`src/dcp_pkg.sv`:
```
// Shared types and constants for the decimal confidence parser.
package dcp_pkg;

  localparam int CHAR_W      = 8;
  localparam int DIGIT_W     = 4;
  localparam int STATUS_W    = 2;
  localparam int CONF_W      = 14;
  localparam int QUEUE_DEPTH = 2;

  localparam logic [CHAR_W-1:0] CHAR_ZERO = 8'h30;
  localparam logic [CHAR_W-1:0] CHAR_NINE = 8'h39;
  localparam logic [CHAR_W-1:0] CHAR_DOT  = 8'h2E;

  typedef enum logic [STATUS_W-1:0] {
    ST_OK        = 2'd0,
    ST_MALFORMED = 2'd1,
    ST_RANGE     = 2'd2
  } status_e;

  typedef enum logic [1:0] {
    KIND_DIGIT = 2'd0,
    KIND_DOT   = 2'd1,
    KIND_OTHER = 2'd2,
    KIND_END   = 2'd3
  } kind_e;

  typedef enum logic {
    PH_INTEGER  = 1'b0,
    PH_FRACTION = 1'b1
  } phase_e;

  typedef struct packed {
    kind_e               kind;
    logic [DIGIT_W-1:0]  digit;
  } item_t;

  function automatic int pow10(int n);
    int r;
    r = 1;
    for (int i = 0; i < n; i++) begin
      r = r * 10;
    end
    return r;
  endfunction

endpackage

```
`src/dcp_front.sv`:
```
// Front end: accept characters and classify them into queue items.
module dcp_front (
  input  logic                        in_valid_i,
  output logic                        in_ready_o,
  input  logic [dcp_pkg::CHAR_W-1:0]  character_i,
  input  logic                        end_of_text_i,
  output logic                        push_valid_o,
  input  logic                        push_ready_i,
  output dcp_pkg::item_t              push_item_o
);

  logic [dcp_pkg::CHAR_W-1:0] offset;

  assign offset       = character_i - dcp_pkg::CHAR_ZERO;
  assign in_ready_o   = push_ready_i;
  assign push_valid_o = in_valid_i;

  always_comb begin
    push_item_o.digit = offset[dcp_pkg::DIGIT_W-1:0];
    if (end_of_text_i) begin
      push_item_o.kind = dcp_pkg::KIND_END;
    end else if (character_i inside {[dcp_pkg::CHAR_ZERO:dcp_pkg::CHAR_NINE]}) begin
      push_item_o.kind = dcp_pkg::KIND_DIGIT;
    end else if (character_i == dcp_pkg::CHAR_DOT) begin
      push_item_o.kind = dcp_pkg::KIND_DOT;
    end else begin
      push_item_o.kind = dcp_pkg::KIND_OTHER;
    end
  end

endmodule

```
`src/dcp_queue.sv`:
```
// Short queue of classified items between the front and back ends.
module dcp_queue (
  input  logic            clk_i,
  input  logic            rst_ni,
  input  logic            push_valid_i,
  output logic            push_ready_o,
  input  dcp_pkg::item_t  push_item_i,
  output logic            pop_valid_o,
  input  logic            pop_ready_i,
  output dcp_pkg::item_t  pop_item_o
);

  localparam int PtrW = $clog2(dcp_pkg::QUEUE_DEPTH);
  localparam int CntW = $clog2(dcp_pkg::QUEUE_DEPTH + 1);

  dcp_pkg::item_t  mem_q [dcp_pkg::QUEUE_DEPTH];
  logic [PtrW-1:0] wr_ptr_q, wr_ptr_d;
  logic [PtrW-1:0] rd_ptr_q, rd_ptr_d;
  logic [CntW-1:0] count_q, count_d;
  logic            push, pop;

  assign push_ready_o = (count_q != CntW'(dcp_pkg::QUEUE_DEPTH));
  assign pop_valid_o  = (count_q != '0);
  assign pop_item_o   = mem_q[rd_ptr_q];
  assign push         = push_valid_i & push_ready_o;
  assign pop          = pop_ready_i & pop_valid_o;

  always_comb begin
    wr_ptr_d = wr_ptr_q;
    rd_ptr_d = rd_ptr_q;
    count_d  = count_q;
    if (push) begin
      wr_ptr_d = (wr_ptr_q == PtrW'(dcp_pkg::QUEUE_DEPTH - 1)) ? '0 : wr_ptr_q + 1'b1;
    end
    if (pop) begin
      rd_ptr_d = (rd_ptr_q == PtrW'(dcp_pkg::QUEUE_DEPTH - 1)) ? '0 : rd_ptr_q + 1'b1;
    end
    if (push && !pop) begin
      count_d = count_q + 1'b1;
    end else if (pop && !push) begin
      count_d = count_q - 1'b1;
    end
  end

  always_ff @(posedge clk_i or negedge rst_ni) begin
    if (!rst_ni) begin
      wr_ptr_q <= '0;
      rd_ptr_q <= '0;
      count_q  <= '0;
    end else begin
      wr_ptr_q <= wr_ptr_d;
      rd_ptr_q <= rd_ptr_d;
      count_q  <= count_d;
    end
  end

  always_ff @(posedge clk_i) begin
    if (push) begin
      mem_q[wr_ptr_q] <= push_item_i;
    end
  end

endmodule

```
`src/dcp_back.sv`:
```
// Back end: parse state, fraction accumulation and the result register.
module dcp_back #(
  parameter int FracDigits = 4
) (
  input  logic                           clk_i,
  input  logic                           rst_ni,
  input  logic                           pop_valid_i,
  output logic                           pop_ready_o,
  input  dcp_pkg::item_t                 pop_item_i,
  output logic                           out_valid_o,
  input  logic                           out_ready_i,
  output logic [dcp_pkg::STATUS_W-1:0]   status_o,
  output logic [dcp_pkg::CONF_W-1:0]     confidence_o
);

  localparam int Scale = dcp_pkg::pow10(FracDigits);
  localparam int FracW = $clog2(Scale);
  localparam int TotW  = FracW + 1;
  localparam int CntW  = $clog2(FracDigits + 1);
  localparam int MulW  = FracW + dcp_pkg::DIGIT_W;

  function automatic logic [FracW-1:0] weight(logic [CntW-1:0] n);
    logic [FracW-1:0] w;
    w = '0;
    for (int i = 0; i < FracDigits; i++) begin
      if (n == CntW'(i)) begin
        w = FracW'(dcp_pkg::pow10(FracDigits - 1 - i));
      end
    end
    return w;
  endfunction

  dcp_pkg::phase_e    phase_q, phase_d;
  dcp_pkg::status_e   err_q, err_d;
  logic               whole_q, whole_d;
  logic               saw_q, saw_d;
  logic [FracW-1:0]   frac_q, frac_d;
  logic [CntW-1:0]    cnt_q, cnt_d;
  logic               out_valid_q, out_valid_d;
  logic [dcp_pkg::STATUS_W-1:0] status_q, status_d;
  logic [dcp_pkg::CONF_W-1:0]   conf_q, conf_d;

  logic               is_end;
  logic               pop;
  logic [MulW-1:0]    frac_sum;
  logic [TotW-1:0]    total;
  dcp_pkg::status_e   final_status;

  assign is_end = (pop_item_i.kind == dcp_pkg::KIND_END);
  assign pop    = pop_valid_i & pop_ready_o;

  assign frac_sum = MulW'(frac_q)
                  + MulW'(pop_item_i.digit) * MulW'(weight(cnt_q));
  assign total    = (whole_q ? TotW'(Scale) : '0) + TotW'(frac_q);

  always_comb begin
    pop_ready_o = !is_end || !out_valid_q || out_ready_i;
  end

  always_comb begin
    final_status = err_q;
    if (err_q == dcp_pkg::ST_OK && !saw_q) begin
      final_status = dcp_pkg::ST_MALFORMED;
    end else if (err_q == dcp_pkg::ST_OK && total > TotW'(Scale)) begin
      final_status = dcp_pkg::ST_RANGE;
    end
  end

  always_comb begin
    phase_d     = phase_q;
    err_d       = err_q;
    whole_d     = whole_q;
    saw_d       = saw_q;
    frac_d      = frac_q;
    cnt_d       = cnt_q;
    out_valid_d = out_valid_q;
    status_d    = status_q;
    conf_d      = conf_q;

    if (out_valid_q && out_ready_i) begin
      out_valid_d = 1'b0;
    end

    if (pop) begin
      if (is_end) begin
        out_valid_d = 1'b1;
        status_d    = final_status;
        conf_d      = (final_status == dcp_pkg::ST_OK) ? dcp_pkg::CONF_W'(total) : '0;
        phase_d     = dcp_pkg::PH_INTEGER;
        err_d       = dcp_pkg::ST_OK;
        whole_d     = 1'b0;
        saw_d       = 1'b0;
        frac_d      = '0;
        cnt_d       = '0;
      end else if (err_q == dcp_pkg::ST_OK) begin
        case (phase_q)
          dcp_pkg::PH_INTEGER: begin
            if (pop_item_i.kind == dcp_pkg::KIND_DIGIT) begin
              if (whole_q || pop_item_i.digit > dcp_pkg::DIGIT_W'(1)) begin
                err_d = dcp_pkg::ST_RANGE;
              end else begin
                whole_d = pop_item_i.digit[0];
                saw_d   = 1'b1;
              end
            end else if (saw_q && pop_item_i.kind == dcp_pkg::KIND_DOT) begin
              phase_d = dcp_pkg::PH_FRACTION;
            end else begin
              err_d = dcp_pkg::ST_MALFORMED;
            end
          end
          dcp_pkg::PH_FRACTION: begin
            if (pop_item_i.kind != dcp_pkg::KIND_DIGIT) begin
              err_d = dcp_pkg::ST_MALFORMED;
            end else if (cnt_q >= CntW'(FracDigits)) begin
              if (pop_item_i.digit != '0) begin
                err_d = dcp_pkg::ST_MALFORMED;
              end
            end else begin
              frac_d = frac_sum[FracW-1:0];
              cnt_d  = cnt_q + 1'b1;
            end
          end
          default: begin
            err_d = dcp_pkg::ST_MALFORMED;
          end
        endcase
      end
    end
  end

  always_ff @(posedge clk_i or negedge rst_ni) begin
    if (!rst_ni) begin
      phase_q     <= dcp_pkg::PH_INTEGER;
      err_q       <= dcp_pkg::ST_OK;
      whole_q     <= 1'b0;
      saw_q       <= 1'b0;
      frac_q      <= '0;
      cnt_q       <= '0;
      out_valid_q <= 1'b0;
    end else begin
      phase_q     <= phase_d;
      err_q       <= err_d;
      whole_q     <= whole_d;
      saw_q       <= saw_d;
      frac_q      <= frac_d;
      cnt_q       <= cnt_d;
      out_valid_q <= out_valid_d;
    end
  end

  always_ff @(posedge clk_i) begin
    status_q <= status_d;
    conf_q   <= conf_d;
  end

  assign out_valid_o  = out_valid_q;
  assign status_o     = status_q;
  assign confidence_o = conf_q;

endmodule

```
`src/decimal_confidence_parser.sv`:
```
// Top level of the decimal confidence parser.
// Input channel: one transaction per text byte on character_i, or an end
// transaction with end_of_text_i high that closes the text.
// Output channel: one transaction per end transaction, carrying status_o
// (0 ok, 1 malformed, 2 out of range) and confidence_o in units of
// 10^-FracDigits (zero unless status is ok).
// Throughput: one input transaction per cycle, sustained while no end transaction is stalled.
// Result path: an accepted end transaction is written into the two-entry
// item queue and, once popped from its head, is loaded into the back-end
// result register that drives out_valid_o.
// Character transactions keep flowing while a result waits to be taken; an
// end transaction stalls at the head of the queue only while the result
// register is still full, and the queue then fills and drops in_ready_o.
// Reset empties the queue, clears the parse state and drops out_valid_o.
// After each end transaction the parse state returns to its reset value.
module decimal_confidence_parser #(
  parameter int FracDigits = 4
) (
  input  logic                          clk_i,
  input  logic                          rst_ni,
  input  logic                          in_valid_i,
  output logic                          in_ready_o,
  input  logic [dcp_pkg::CHAR_W-1:0]    character_i,
  input  logic                          end_of_text_i,
  output logic                          out_valid_o,
  input  logic                          out_ready_i,
  output logic [dcp_pkg::STATUS_W-1:0]  status_o,
  output logic [dcp_pkg::CONF_W-1:0]    confidence_o
);

  logic           push_valid, push_ready;
  dcp_pkg::item_t push_item;
  logic           pop_valid, pop_ready;
  dcp_pkg::item_t pop_item;

  dcp_front u_front (
    .in_valid_i    (in_valid_i),
    .in_ready_o    (in_ready_o),
    .character_i   (character_i),
    .end_of_text_i (end_of_text_i),
    .push_valid_o  (push_valid),
    .push_ready_i  (push_ready),
    .push_item_o   (push_item)
  );

  dcp_queue u_queue (
    .clk_i        (clk_i),
    .rst_ni       (rst_ni),
    .push_valid_i (push_valid),
    .push_ready_o (push_ready),
    .push_item_i  (push_item),
    .pop_valid_o  (pop_valid),
    .pop_ready_i  (pop_ready),
    .pop_item_o   (pop_item)
  );

  dcp_back #(
    .FracDigits (FracDigits)
  ) u_back (
    .clk_i        (clk_i),
    .rst_ni       (rst_ni),
    .pop_valid_i  (pop_valid),
    .pop_ready_o  (pop_ready),
    .pop_item_i   (pop_item),
    .out_valid_o  (out_valid_o),
    .out_ready_i  (out_ready_i),
    .status_o     (status_o),
    .confidence_o (confidence_o)
  );

endmodule

```
`config.mk`:
```
export PLATFORM = sky130hd
export DESIGN_NAME = decimal_confidence_parser
export DESIGN_NICKNAME = d
export VERILOG_FILES = /design/src/dcp_pkg.sv /design/src/dcp_front.sv /design/src/dcp_queue.sv /design/src/dcp_back.sv /design/src/decimal_confidence_parser.sv
export SDC_FILE = /design/constraint.sdc
export NUM_CORES = 1
export LEC_CHECK = 0
export ABC_CLOCK_PERIOD_IN_PS = 4300
export BUFFER_PORTS_ARGS = -buffer_cell sky130_fd_sc_hd__buf_2
export CAP_MARGIN = 20
export CORE_MARGIN = 2
export CORE_UTILIZATION = 35
export DETAILED_ROUTE_END_ITERATION = 16
export GPL_TIMING_DRIVEN = 0
export HOLD_SLACK_MARGIN = 0.06
export SLEW_MARGIN = 40
export SYNTH_ARGS = -nofsm -noshare
export SYNTH_HDL_FRONTEND = slang
export SYNTH_SLANG_ARGS = --single-unit
```
`constraint.sdc`:
```
create_clock -name clk_i -period 4.3 [get_ports clk_i]
set_input_delay 0.645 -clock clk_i [delete_from_list [all_inputs] [get_ports clk_i]]
set_output_delay 0.645 -clock clk_i [all_outputs]
set_load 0.05 [all_outputs]
```
==> impl_metrics.json, run 1 <==
{
  "dr.pass1.iters": 4,
  "critPathLaunch": "u_back.cnt_q[1]$_DFFE_PN0P_",
  "clk-insertion-delay-late_ns": 0.30,
  "instances_no_fill": 696,
  "clk_path_buf_depth": 2,
  "end_kind": "flip-flop",
  "antenna_left": 0,
  "crit_chain": "ha_4 > ha_4 > nor3_4 > nand2_2 > or2_4 > inv_4 > fa_1 > fa_1 > inv_2 > fa_1 > inv_2 > ha_4 > nand3_2 > and3b_1 > a21o_1 > a211o_1 > a221o_1",
  "grt_usage_pct": 14.79,
  "rsz0062_at_grt": "yes",
  "violations": "setup timing",
  "rows": 41,
  "fmax_ghz": 0.2253,
  "finalSetupViolCount": 3,
  "finalHoldWorstSlack_ns": 0.3650,
  "async_flop_share_pct": 49.09,
  "nets": 600,
  "die_h_um": 116.6,
  "cts-root-buf": "clkbuf_16",
  "overflow": 0,
  "finalCritPeriodShare_pct": 103.2,
  "crit_arrival_ns": 4.62,
  "place_inst": 664,
  "yosysUniqueCellTypes": 59,
  "grt_pass1_wl_um": 15920,
  "critPathLaunchType": "flip-flop",
  "cap_violations": 0,
  "met3_length_um": 309,
  "cpPeakStageDelay_ns": 0.56,
  "drc": 0,
  "cts.clk_slew.worst_paths_ns": 0.08,
  "crit_path_max_fanout": 5,
  "die_area_um2": 13600,
  "pre_cts_slack_ns": -0.3730,
  "drive_above_1_share_pct": 24.24,
  "yosysWarningCount": 0,
  "clock_skew_ns": 0.005533,
  "dp_hpwl_um": 7309,
  "synth-seq-cells": 55,
  "finalMaxSlewViolations": 0,
  "outcome": "finished, violations left",
  "holdCritPathClass": "in2async",
  "layout_commonest_cell": "inv_1",
  "gp_congestion": 0.8259,
  "dr_wl_met2_um": 4781,
  "routed.top_layer": "met4",
  "cp_slowest_cell": "fa_1",
  "critPathTopFamily": "adder cells",
  "final_cell_mix": "77 x inv_1, 37 x nand2_1, 34 x buf_2",
  "syn_avg_cell_area_um2": 9.611,
  "antenna_cells": 0,
  "required_ns": 4.49,
  "area_growth_pct": 22.09,
  "fp.dieW_um": 116.6,
  "start_util_pct": 35.48,
  "clock-sinks": 55,
  "drtIter0Drc": 199,
  "grt_pass1_vias": 3291,
  "min_period_ns": 4.439,
  "io_buffers": 30,
  "via_count": 3453,
  "routedWlPerCell_um": 13.95,
  "wl_met1_um": 4488,
  "ioPinCount": 31,
  "viasPerCell": 4.961,
  "reg2reg_from": "u_back.cnt_q[1]$_DFFE_PN0P_",
  "worst_slack_ns": -0.1392,
  "drt_wl_total_um": 9712,
  "grt_max_degree": 28,
  "htreeDepth": 2,
  "worstSetupPathType": "reg2reg",
  "final_hold_viol_count": 0,
  "hold_buffers": 0,
  "syn_inst": 462,
  "tightest_slew_ns": 0.6840,
  "seq_area_frac_synth_pct": 34.15,
  "synthFlopType": "edfxtp_1",
  "synth_edf_count": 28,
  "fin_setup_tns_ns": -0.2907,
  "netlist_area_um2": 4441,
  "cts_inserted_buffers": 5,
  "core-area_um2": 12520,
  "cts_tree": "built",
  "antenna_found_initial": 0,
  "relSlewSlack_pct": 54.40,
  "path_buf_inv": 3,
  "synth_nets": 539
}
## routing by layer
layer,global-route usage [%],up-vias
met5,0,-
met4,3.216,0
met3,2.387,13
met2,25.47,56
met1,19.71,1683
li1,-,1701
## cell families (layout without fill, tap and decap cells)
| logic type | Yosys count | after routing | synth area share, % |
|---|---|---|---|
| buffers and inverters | 98 | 160 | 8.622 |
| xor gates and xnor gates | 19 | 19 | 3.748 |
| AOI/OAI and AO/OA | 95 | 95 | 15.86 |
| and+or+nand+nor | 123 | 123 | 13.67 |
| muxes | 8 | 8 | 1.860 |
| DFF | 55 | 55 | 34.15 |
| adders and majority gates | 64 | 64 | 22.09 |
## worst register-to-register path, delay by kind of cell (launching register included)
kind	cells	cell delay [ns]
adder cells (fa/ha/maj)	6	2.13
flip-flops	1	0.46
AND/OR/NAND/NOR	5	0.78
AO/OA/AOI/OAI	3	0.81
buffers and inverters	3	0.16
## area by class of cell
cell class / instances / area [µm²]
fill: 1212 / 7096
multi-input combinational: 309 / 2780
sequential: 55 / 1519
timing repair buffer: 55 / 345.3
inverter: 85 / 324.1
tap: 172 / 215.2
clock buffer: 5 / 125.1
buffer: 12 / 66.31
clock inverter: 3 / 46.29
## Yosys cell counts (2+ instances only)
| library cell | count | share of area, % |
|---|---|---|
| and2_1 | 2 | 0.28 |
| o311ai_0 | 2 | 0.39 |
| nor2b_1 | 7 | 0.99 |
| a2bb2oi_1 | 2 | 0.39 |
| inv_1 | 85 | 7.2 |
| xnor2_1 | 11 | 2.2 |
| a31o_2 | 2 | 0.39 |
| edfxtp_1 | 28 | 19 |
| fa_1 | 24 | 11 |
| nand4_1 | 2 | 0.28 |
| xor2_1 | 8 | 1.6 |
| o31ai_1 | 9 | 1.5 |
| dfrtp_1 | 27 | 15 |
| ha_1 | 40 | 11 |
| and3_1 | 4 | 0.56 |
| nor2_1 | 23 | 1.9 |
| a211oi_1 | 10 | 1.7 |
| o21ai_1 | 2 | 0.23 |
| and3b_1 | 2 | 0.39 |
| nand2b_1 | 5 | 0.70 |
| mux2i_1 | 6 | 1.4 |
| nand3_1 | 9 | 1.0 |
| o21a_1 | 5 | 0.85 |
| o21ai_0 | 17 | 1.9 |
| clkbuf_1 | 6 | 0.51 |
| a21oi_1 | 19 | 2.1 |
| nor3_1 | 14 | 1.6 |
| mux2_2 | 2 | 0.51 |
| or2_2 | 5 | 0.70 |
| a221o_1 | 2 | 0.45 |
| o41ai_2 | 3 | 1.1 |
| buf_2 | 5 | 0.56 |
| nand2_1 | 39 | 3.3 |
| a31oi_1 | 3 | 0.42 |
| a41oi_1 | 2 | 0.39 |
| a21o_1 | 4 | 0.68 |
| or3_1 | 4 | 0.56 |
## worst paths after layout
| path | to | slack (ns) | cells past startpoint |
|---|---|---|---|
| worst max-delay path | u_back.frac_q[13]$_DFFE_PN0P_ | -0.14 | 17 |
| worst min-delay path | u_back.phase_q$_DFFE_PN0P_ | 0.36 | 1 |
| worst max register to register | u_back.frac_q[13]$_DFFE_PN0P_ | -0.14 | 17 |
| worst min register to register | u_queue.wr_ptr_q$_DFFE_PN0P_ | 0.49 | 1 |
| max in group asynchronous | u_back.cnt_q[0]$_DFFE_PN0P_ | 3.47 | 1 |
| min in group clk_i | u_queue.wr_ptr_q$_DFFE_PN0P_ | 0.49 | 1 |
## per-stage QoR
step | instance area, µm² | util, %
global route | 5421 | 43.31
global placement | 4855 | 38.78
detailed placement | 4855 | 38.78
finish | 5421 | 43.31
floorplan | 4489 | -
CTS | 5286 | 42.23
## what timing repair did
| action | 4_1_cts | 5_1_grt |
|---|---|---|
| resized for setup | 26 | 27 |
| pin swaps | 14 | 31 |
| setup endpoints to repair | 7 | 7 |
| buffers inserted | 17 | 8 |
## registers in the layout, summed over array words and instances, names as in the netlist
register             flops
u_back.out_valid_o       1
u_back.saw_q             1
u_back.err_q             2
u_back.whole_q           1
u_back.phase_q           1
u_queue.wr_ptr_q         1
u_back.frac_q           14
u_back.status_o          2
u_queue.rd_ptr_q         1
u_back.cnt_q             3
u_queue.count_q          2
u_back.confidence_o     14
u_queue.mem_q           12
Power of run 1 is left out: the tool's default activity adds up to more than one toggle a clock period on the data nets, which glitch-free logic cannot reach.
==> run 2, diff against run 1 <==
--- a/config.mk
+++ b/config.mk
@@ -9,10 +9,11 @@
 export BUFFER_PORTS_ARGS = -buffer_cell sky130_fd_sc_hd__buf_2
 export CAP_MARGIN = 20
 export CORE_MARGIN = 2
-export CORE_UTILIZATION = 35
+export CORE_UTILIZATION = 50
 export DETAILED_ROUTE_END_ITERATION = 16
 export GPL_TIMING_DRIVEN = 0
 export HOLD_SLACK_MARGIN = 0.06
+export PLACE_DENSITY = 0.71
 export SLEW_MARGIN = 40
 export SYNTH_ARGS = -nofsm -noshare
 export SYNTH_HDL_FRONTEND = slang
==> run 2 against run 1 <==
Compared with the run above:
- the flow still finishes with violations (setup timing)
- first-iteration DRC count shrank 33%
- utilization grew 18 points
- sequential cell count is the same
- clock-buffer cell count grew 1
==> impl_metrics.json, run 2 (synthesis gave the netlist of run 1 again) <==
{
  "drive_above_1_share_pct": 24.43,
  "crit_arrival_ns": 4.66,
  "grt_max_degree": 28,
  "tightest_slew_ns": 0.6385,
  "reg2reg_depth": 16,
  "r2r-end": "u_back.frac_q[13]$_DFFE_PN0P_",
  "worst_slack_ns": -0.1506,
  "final_cell_mix": "77 x inv_1, 37 x nand2_1, 35 x buf_2",
  "routedWlPerCell_um": 15.78,
  "viasPerCell": 5.506,
  "gp_congestion": 0.8467,
  "reg2reg_slack_ns": -0.15,
  "outcome": "finished, violations left",
  "dr.pass1.iters": 4,
  "drc": 0,
  "design_area_um2": 5318,
  "finalCritPeriodShare_pct": 103.5,
  "clk-insertion-delay-late_ns": 0.32,
  "cts-root-buf": "clkbuf_8",
  "start_util_pct": 51.17,
  "io_buffers": 30,
  "drtIter0Drc": 133,
  "antenna_found_initial": 0,
  "fp.dieW_um": 98.24,
  "finalHoldWorstSlack_ns": 0.3262,
  "critPathLaunchType": "flip-flop",
  "min_period_ns": 4.451,
  "drt_wl_total_um": 9976,
  "cts.clk_slew.worst_paths_ns": 0.11,
  "reg2reg_from": "u_back.cnt_q[1]$_DFFE_PN0P_",
  "fmax_ghz": 0.2247,
  "rows": 34,
  "worstSetupPathType": "reg2reg",
  "ioPinCount": 31,
  "cap_violations": 0,
  "holdCritPathClass": "in2async",
  "nets": 600,
  "relSlewSlack_pct": 57.35,
  "clock_skew_ns": 0.01257,
  "end_kind": "flip-flop",
  "dp_hpwl_um": 7279,
  "htreeDepth": 2,
  "cts_tree": "built",
  "critPathLaunch": "u_back.cnt_q[1]$_DFFE_PN0P_",
  "die_area_um2": 9651,
  "finalMaxSlewViolations": 0,
  "via_count": 3480,
  "clk_path_buf_depth": 2,
  "rsz0062_at_grt": "yes",
  "antenna_cells": 0,
  "antenna_left": 0,
  "fill_cells": 739,
  "area_growth_pct": 19.75,
  "core-area_um2": 8678,
  "finalSetupViolCount": 3,
  "overflow": 0,
  "grt_pass1_vias": 3466,
  "layout_commonest_cell": "inv_1",
  "violations": "setup timing",
  "required_ns": 4.51,
  "grt_pass1_wl_um": 16350,
  "cts_inserted_buffers": 5,
  "clock-sinks": 55,
  "grt_usage_pct": 20.89,
  "place_area_um2": 4775,
  "die_h_um": 98.24,
  "final_hold_viol_count": 0,
  "crit_path_max_fanout": 3
}
run 2: cell types whose count changed in the layout (fill, tap and decap cells not counted), sizes merged:
| cell | delta |
|---|---|
| buf | +1 |
| clkinvlp | -1 |
run 2: worst max path at each step:
stage | to | slack [ns]
after global routing | u_back.frac_q[13]$_DFFE_PN0P_ | -0.29
after global placement | u_back.frac_q[13]$_DFFE_PN0P_ | -0.33
after floorplan | u_back.frac_q[13]$_DFFE_PN0P_ | -0.05
final | u_back.frac_q[13]$_DFFE_PN0P_ | -0.15
after CTS | u_back.frac_q[13]$_DFFE_PN0P_ | -0.20
after detailed placement | u_back.frac_q[13]$_DFFE_PN0P_ | -0.38
run 2: repair_timing:
action,4_1_cts,5_1_grt
resized for setup,41,15
hold buffers,0,0
setup endpoints to repair,7,7
pin swaps,21,23
setup buffers,18,7
endpoints found under the hold margin,0,0
run 2: routing by layer:
layer / wire length [µm] / part of all wire (%) / global-route usage, %
met5: 0 / 0 / 0
met1: 4199 / 42 / 26.54
met4: 143 / 1.4 / 4.953
met2: 5168 / 52 / 37.36
met3: 464 / 4.7 / 3.508
run 2: final cells by class:
cell class	instances	area (µm²)	area share [%]
multi-input cells	309	2813	52.89
well taps	108	135.1	2.541
plain buffers	12	71.32	1.341
inverters	85	324.1	6.094
clock inverters	2	38.79	0.7294
flip-flops and latches	55	1518	28.54
repair buffers	55	345.3	6.494
clock buffers	6	72.57	1.365
run 2: worst max-delay path: stages, from the launching register on:
cell and delay (ns):
dfrtp_2 0.45, ha_4 0.17, ha_4 0.18, nor2_4 0.10
nand2_1 0.11, or2_2 0.30, fa_1 0.46, fa_1 0.49
fa_1 0.51, inv_2 0.05, ha_4 0.27, nor2b_4 0.15
o211a_1 0.21, o21ai_2 0.10, a21o_1 0.19, a211o_1 0.30
a221o_1 0.28
run 2: stage by stage:
step           instances   TNS, ns  setup WS, ns  util, %
6_report             632   -0.2574       -0.1506    61.27
5_1_grt              632   -0.8889       -0.2903    61.27
4_1_cts              626   -0.5104       -0.1968    60.02
3_5_place_dp         600    -1.560       -0.3807    55.02
3_3_place_gp         600    -1.029       -0.3350    55.02
2_1_floorplan        462  -0.05287      -0.05287        -
Power of run 2 is left out for the same reason.
